$ cat src/rtl/sum_pkg.sv
package sum_pkg;

  // Default number of cells in the insertion chain
  localparam int CAPACITY_DEFAULT = 32;

  // One input item
  typedef struct packed {
    logic signed [31:0] element;
    logic               final_item;
  } in_item_t;

  // One result item
  typedef struct packed {
    logic signed [31:0] value;
    logic               run_end;
    logic               overflowed;
  } out_item_t;

  // Broadcast control to every cell
  typedef struct packed {
    logic insert;
    logic shift;
  } cell_ctrl_t;

endpackage

$ cat src/rtl/sum_cell.sv
module sum_cell (
  input  logic                clk,
  input  logic                rst_n,
  input  sum_pkg::cell_ctrl_t ctrl,
  input  logic signed [31:0]  element,
  // left neighbor (smaller values)
  input  logic                left_valid,
  input  logic                left_greater,
  input  logic signed [31:0]  left_value,
  // right neighbor (larger values)
  input  logic                right_valid,
  input  logic signed [31:0]  right_value,
  output logic                valid,
  output logic                greater,
  output logic                equal,
  output logic signed [31:0]  value
);

  logic               valid_r;
  logic               valid_nxt;
  logic signed [31:0] value_r;
  logic signed [31:0] value_nxt;
  logic               take;

  // Local compares against the broadcast element
  assign greater = valid_r && (value_r > element);
  assign equal   = valid_r && (value_r == element);

  // This slot changes on insert if it holds a larger value or is the first empty one
  assign take = greater || (!valid_r && left_valid);

  always_comb begin
    valid_nxt = valid_r;
    value_nxt = value_r;
    if (ctrl.shift) begin
      valid_nxt = right_valid;
      value_nxt = right_value;
    end else if (ctrl.insert && take) begin
      valid_nxt = 1'b1;
      value_nxt = left_greater ? left_value : element;
    end
  end

  always_ff @(posedge clk) begin
    if (!rst_n) begin
      valid_r <= 1'b0;
    end else begin
      valid_r <= valid_nxt;
    end
  end

  always_ff @(posedge clk) begin
    value_r <= value_nxt;
  end

  assign valid = valid_r;
  assign value = value_r;

endmodule

$ cat src/rtl/sorted_unique_merge_unit.sv
// Sorted set union over a stream of signed 32-bit elements. Elements enter one per
// cycle while in_stall is low into a chain of CAPACITY cells that holds the distinct
// values in ascending order; every cell compares against the incoming element at
// once and shifts right to open a slot, so an element that equals a held value is
// dropped, and a new value that finds the chain full is dropped and raises overflowed
// for the run. The item flagged final_item is taken in like any other, then the chain
// shifts its N held values (1 <= N <= CAPACITY) out through the first cell, one result
// per cycle while out_stall is low, with in_stall high meanwhile. The last result
// carries run_end; the chain is empty afterwards and needs no clearing pass after reset.
module sorted_unique_merge_unit #(
  parameter int CAPACITY = sum_pkg::CAPACITY_DEFAULT
) (
  input  logic               clk,
  input  logic               rst_n,
  input  logic               in_valid,
  output logic               in_stall,
  input  sum_pkg::in_item_t  in_item,
  output logic               out_valid,
  input  logic               out_stall,
  output sum_pkg::out_item_t out_item
);

  logic                      cell_valid   [CAPACITY];
  logic                      cell_greater [CAPACITY];
  logic                      cell_equal   [CAPACITY];
  logic signed [31:0]        cell_value   [CAPACITY];
  logic [CAPACITY-1:0]       valid_vec;
  logic [CAPACITY-1:0]       equal_vec;

  sum_pkg::cell_ctrl_t       ctrl;
  logic                      in_accept;
  logic                      dup;
  logic                      full;
  logic                      load_out;
  logic                      last_out;

  logic                      emit_r;
  logic                      emit_nxt;
  logic                      ovf_r;
  logic                      ovf_nxt;
  logic                      out_valid_r;
  logic                      out_valid_nxt;
  sum_pkg::out_item_t        out_item_r;

  // Flatten per-cell flags
  always_comb begin
    for (int i = 0; i < CAPACITY; i++) begin
      valid_vec[i] = cell_valid[i];
      equal_vec[i] = cell_equal[i];
    end
  end

  assign dup  = |equal_vec;
  assign full = cell_valid[CAPACITY-1];

  assign in_stall  = emit_r;
  assign in_accept = in_valid && !in_stall;

  // Shift out while the output register is free or being taken
  assign load_out = emit_r && (!out_valid_r || !out_stall);
  assign last_out = !cell_valid[1];

  assign ctrl.insert = in_accept && !dup && !full;
  assign ctrl.shift  = load_out;

  // Insertion chain
  for (genvar g = 0; g < CAPACITY; g++) begin : g_cell
    logic               l_valid;
    logic               l_greater;
    logic signed [31:0] l_value;
    logic               r_valid;
    logic signed [31:0] r_value;

    if (g == 0) begin : g_first
      assign l_valid   = 1'b1;
      assign l_greater = 1'b0;
      assign l_value   = in_item.element;
    end else begin : g_mid
      assign l_valid   = cell_valid[g-1];
      assign l_greater = cell_greater[g-1];
      assign l_value   = cell_value[g-1];
    end

    if (g == CAPACITY - 1) begin : g_last
      assign r_valid = 1'b0;
      assign r_value = cell_value[g];
    end else begin : g_inner
      assign r_valid = cell_valid[g+1];
      assign r_value = cell_value[g+1];
    end

    sum_cell u_cell (
      .clk          (clk),
      .rst_n        (rst_n),
      .ctrl         (ctrl),
      .element      (in_item.element),
      .left_valid   (l_valid),
      .left_greater (l_greater),
      .left_value   (l_value),
      .right_valid  (r_valid),
      .right_value  (r_value),
      .valid        (cell_valid[g]),
      .greater      (cell_greater[g]),
      .equal        (cell_equal[g]),
      .value        (cell_value[g])
    );
  end

  // Run control and overflow flag
  always_comb begin
    emit_nxt      = emit_r;
    ovf_nxt       = ovf_r;
    out_valid_nxt = out_valid_r;
    if (out_valid_r && !out_stall) begin
      out_valid_nxt = 1'b0;
    end
    if (in_accept) begin
      if (full && !dup) begin
        ovf_nxt = 1'b1;
      end
      if (in_item.final_item) begin
        emit_nxt = 1'b1;
      end
    end
    if (load_out) begin
      out_valid_nxt = 1'b1;
      if (last_out) begin
        emit_nxt = 1'b0;
        ovf_nxt  = 1'b0;
      end
    end
  end

  always_ff @(posedge clk) begin
    if (!rst_n) begin
      emit_r      <= 1'b0;
      ovf_r       <= 1'b0;
      out_valid_r <= 1'b0;
    end else begin
      emit_r      <= emit_nxt;
      ovf_r       <= ovf_nxt;
      out_valid_r <= out_valid_nxt;
    end
  end

  // Output payload
  always_ff @(posedge clk) begin
    if (load_out) begin
      out_item_r.value      <= cell_value[0];
      out_item_r.run_end    <= last_out;
      out_item_r.overflowed <= ovf_r;
    end
  end

  assign out_valid = out_valid_r;
  assign out_item  = out_item_r;

  // Held values always form a prefix of the chain
  a_prefix : assert property (@(posedge clk) disable iff (!rst_n)
    $onehot0({1'b0, valid_vec} + {{CAPACITY{1'b0}}, 1'b1}))
    else $error("valid cells are not a prefix");

  // A run never starts on an empty chain
  a_nonempty : assert property (@(posedge clk) disable iff (!rst_n)
    emit_r |-> cell_valid[0])
    else $error("emission with empty chain");

  // A final item starts emission
  a_start : assert property (@(posedge clk) disable iff (!rst_n)
    (in_accept && in_item.final_item) |=> emit_r)
    else $error("final item did not start emission");

  // The last result ends the run and clears the chain and overflow
  a_end : assert property (@(posedge clk) disable iff (!rst_n)
    (load_out && last_out) |=> (!emit_r && !ovf_r && !cell_valid[0]))
    else $error("run did not end cleanly");

endmodule
$ cat config.mk
export PLATFORM = sky130hd
export DESIGN_NAME = sorted_unique_merge_unit
export DESIGN_NICKNAME = d
export VERILOG_FILES = /design/src/rtl/sum_pkg.sv /design/src/rtl/sum_cell.sv /design/src/rtl/sorted_unique_merge_unit.sv
export SDC_FILE = /design/constraint.sdc
export NUM_CORES = 2
export LEC_CHECK = 0
export BUFFER_PORTS_ARGS = -buffer_cell sky130_fd_sc_hd__buf_2
export CORE_AREA = 2 2 428 345
export CTS_CLUSTER_DIAMETER = 100
export CTS_CLUSTER_SIZE = 30
export DETAILED_ROUTE_END_ITERATION = 8
export DIE_AREA = 0 0 430 347
export PLACE_DENSITY = 0.76
export SYNTH_ARGS = -nofsm -noshare
export SYNTH_HDL_FRONTEND = slang
export SYNTH_SLANG_ARGS = --single-unit
$ cat constraint.sdc
create_clock -name clk -period 6.8 [get_ports clk]
set_input_delay 1.02 -clock clk [delete_from_list [all_inputs] [get_ports clk]]
set_output_delay 1.02 -clock clk [all_outputs]
set_load 0.01 [all_outputs]
==> summary.md <==
| Metric | Value |
|---|---|
| Met2 wire len | `112000 um` |
| Critical Path Start Type | `primary input` |
| Num rows | `125` |
| DRT antenna net count | `0` |
| Max Buffers Root-to-Sink | `3` |
| Post-CTS Setup Inserts | `0` |
| DRC | `0` |
| Non-filler cells, final | `9320` |
| Slew Viols, Final | `0` |
| Final Skew | `0.0462 ns` |
| Setup ws final | `about 1.1 ns` |
| Crit path max-delay family | `buffers and inverters` |
| Placed cells | `9221` |
| CP max stage cell | `nor4_1` |
| CTS clock-pin slew for the worst setup and hold paths | `0.13 ns` |
| Post-route clock period utilization | `84.5%` |
| PwrDens | `236 nW/um^2` |
| Outcome | `completed` |
| Highest Signal Layer | `met5` |
| TritonCTS Buffers | `between 40 and 50` |
| Fin Hold WS | `about 0.5 ns` |
| RSZ-0062 raised after global routing | `no` |
| CTS tree | `done` |
| Top cell type by total area after synthesis | `edfxtp_1` |
| Mapped Cells | `7593` |
| Sequential power share | `51.8%` |
| EDFF count, synth | `1058` |
| Die X | `430 um` |
| CTS resizes | `0` |
| NetSw | `roughly 0.0070 W` |
| Worst-Margin Slew | `1.38 ns` |
| Post-synthesis sequential element count | `between 1000 and 1500` |
| Clock share of power | `approximately a fifth` |
| Final setup vio count | `0` |
| Reg2reg end | `g_cell[13].u_cell.value[0]$_DFFE_PP_` |
| CP max stage delay | `0.90 ns` |
| Maximum vdd ir drop | `between 0.2 and 0.25 mV` |
| IO Port Bufs | `72` |
| Top FF cell, synth | `edfxtp_1` |
| Critical Path AT | `~6.2 ns` |
| Critical path startpoint | `in_item[3]` |
| GRT Residual Overflow | `0` |
| Chip Height | `347 um` |
| Max-Cap Viols | `0` |
| Fin Setup TNS | `0 ns` |
| Worst setup path end | `g_cell[13].u_cell.value[0]$_DFFE_PP_` |
| Synth warn | `0` |
| WP data required | `7.27 ns` |
| DRT iter0 DRCs | `11800` |
| Worst slew margin | `7.81%` |
| Area contributors post-synth | `edfxtp_1 (42%), ha_1 (17%), o211ai_1 (8.1%)` |
| Post-DP HPWL | `211000 um` |
| Sequential fraction of the synthesis area | `43.2%` |
| Internal power | `around 0.012 W` |
| Synthesized area | `75100 sq um` |
| Largest net degree at the start of global routing | `191` |
| Net Sw Frac | `37.2%` |
| Count of cell types in the netlist | `81` |
| FF-to-FF path depth | `10` |
| Max Fclk | `about 0.17 GHz` |
| Final hold violation count | `0` |
| Vias/cell | `7.28` |
| Layout area overhead | `5.58%` |
| Vias post-DR | `between 60000 and 70000` |
| R2R Setup Slk | `2.04 ns` |
| Post-Route M1 WL | `115000 um` |
| Syn nets | `8654` |
| CP Class | `in -> reg` |
| Layout cells sized above 1 | `5.88%` |
| Core area | `145000 sq um` |
| Nets@finish | `between 8000 and 9000` |
| Clock Sinks | `roughly 1100` |
| Worst skew pair latency | `around 0.75 ns` |
| Worst Path Buf+Inv | `5` |
| Leakage | `28.8 nW` |
| Cell depth of the worst setup path | `13` |
| Endpoint class of the critical path | `flip-flop` |
| Total Wirelength | `298000 um` |
| Avg Cell Area, Syn | `a little under 10 sq um` |
| First-pass detailed-route iteration total | `7` |
| Number of global-route vias before repair | `62700` |
| Total GRT Usage | `38.6%` |
| Crit path max fanout | `30` |
| Die area | `approximately 150000 sq um` |
| Hold WC Path Type | `in -> reg` |
| First-pass GRT wire length | `approximately 430000 um` |
| Starting Density | `51.9%` |
| Worst r2r src | `g_cell[17].u_cell.value[11]$_DFFE_PP_` |
| Logic gate share of total power | `28.5%` |
| Initial antenna violation count | `15` |
| Setup Slack @ Placement | `0.728 ns` |
| Routed WL per cell | `about 32 um` |
| CTS root buf | `clkbuf_16` |
| Cells along the critical path | `buf_2 -> clkinv_1 -> buf_4 -> ha_1 -> nand4_1 -> nor4_1 -> nand4b_1 -> o2111ai_1 -> nor4_1 -> nand4b_1 -> buf_12 -> o21ai_2 -> buf_4` |
| Synth top area share | `42.3%` |
| CTS H-tree lvls | `2` |
| Hold Buf Count CTS | `0` |
| Io pins | `between 70 and 80` |
| GPL Wtd Cong | `between 1 and 1.5` |
| Met3 WL post-DR | `around 54000 um` |
| Final min period | `5.75 ns` |
| Ys async rst share | `0%` |
state kept, by name (all words and copies together), names as in the netlist:
name / cells
g_cell.u_cell.valid: 32
g_cell.u_cell.value: 1024
ovf_r: 1
out_valid: 1
in_stall: 1
out_item: 34
worst register-to-register path: cells and delay by family, from the launching register on:
family | cells | cell delay [ns]
AND/OR/NAND/NOR | 5 | 2.07
AO/OA/AOI/OAI | 2 | 0.87
buffers and inverters | 2 | 0.74
flip-flops | 1 | 0.47
adder cells (fa/ha/maj) | 1 | 0.35
worst min-delay path by stage:
stage | start | slack [ns] | end | depth (start not counted)
after floorplan | ovf_r$_SDFF_PN0_ | 0.41 | out_item[0]$_DFFE_PP_ | 0
after global placement | out_valid$_SDFFE_PN0P_ | 0.51 | out_valid$_SDFFE_PN0P_ | 2
after detailed placement | g_cell[0].u_cell.value[28]$_DFFE_PP_ | 0.53 | out_item[30]$_DFFE_PP_ | 0
after CTS | in_item[0] | 0.48 | in_stall$_SDFF_PN0_ | 3
after global routing | in_valid | 0.53 | in_stall$_SDFF_PN0_ | 3
final | in_item[0] | 0.50 | in_stall$_SDFF_PN0_ | 3
per-stage QoR:
stage / instance area (sq um) / power, W / util [%]
floorplan: 75100 / 0.0127 / -
global placement: 77900 / 0.0146 / 53.9
detailed placement: 77900 / 0.0149 / 53.9
CTS: 79300 / 0.0184 / 54.8
global route: 79300 / 0.0193 / 54.8
finish: 79300 / 0.0187 / 54.8
cell usage after synthesis, types with 14 or more instances:
cell and number:
o21ai_1 81, and4_1 22, mux2i_1 167, nor2b_1 48, inv_1 130, a211oi_1 34, clkbuf_1 415, o21ai_0 184
a31oi_1 17, nand2b_1 26, a221o_1 17, nor4_1 41, o21a_1 19, edfxtp_1 1058, nor3_1 25, a21o_1 99
and3_1 19, nand4_1 254, dfxtp_1 35, nor2_1 193, nand2_1 1136, a21oi_1 540, buf_2 83, a211o_1 14
a2111oi_0 21, o221ai_1 28, o211ai_1 812, nand3_1 853, buf_1 23, ha_1 1024
cell usage in the layout, fill, tap and decap left out, drive strengths merged, types with 72 or more instances in the layout:
cell / netlist / layout
nand2: 1136 / 1136
edfxtp: 1058 / 1058
ha: 1024 / 1024
nand3: 853 / 853
o211ai: 812 / 812
a21oi: 540 / 540
o21ai: 265 / 265
buf: 120 / 258
nand4: 255 / 255
nor2: 193 / 193
mux2i: 168 / 168
inv: 130 / 133
a21o: 99 / 99
clkbuf: 415 / 72
per-layer routing:
layer	GRT usage [%]	vias up
met5	0	-
li1	-	28900
met3	16.2	855
met2	49.9	5789
met1	54.7	32300
met4	19.1	8
area by class of cell:
| type | instances | area (sq um) |
|---|---|---|
| diodes | 17 | 42.5 |
| clock buffers | 71 | 1250 |
| clock inverters | 10 | 104 |
| fillers | 12500 | 65300 |
| inverters | 130 | 495 |
| multi-input cells | 5835 | 40400 |
| flip-flops and latches | 1093 | 32500 |
| well taps | 1905 | 2380 |
| repair buffers | 259 | 2150 |
power groups by stage:
stage	clock, W	combinational [W]	sequential (W)
6_report	0.00368	0.00534	0.00970
5_1_grt	0.00383	0.00576	0.00970
4_1_cts	0.00365	0.00513	0.00960
3_5_place_dp	0	0.00511	0.00975
3_3_place_gp	0	0.00487	0.00975
2_1_floorplan	0	0.00350	0.00921
cells by family after synthesis:
| group | Yosys count | share of synthesized area, % |
|---|---|---|
| and+or+nand+nor | 2669 | 16.6 |
| AOI/OAI and AO/OA | 1972 | 17.3 |
| DFF | 1093 | 43.2 |
| adders and majority gates | 1024 | 17.1 |
| buffers and inverters | 665 | 3.55 |
| muxes | 170 | 2.28 |
Power figures use the tool's default switching activity.
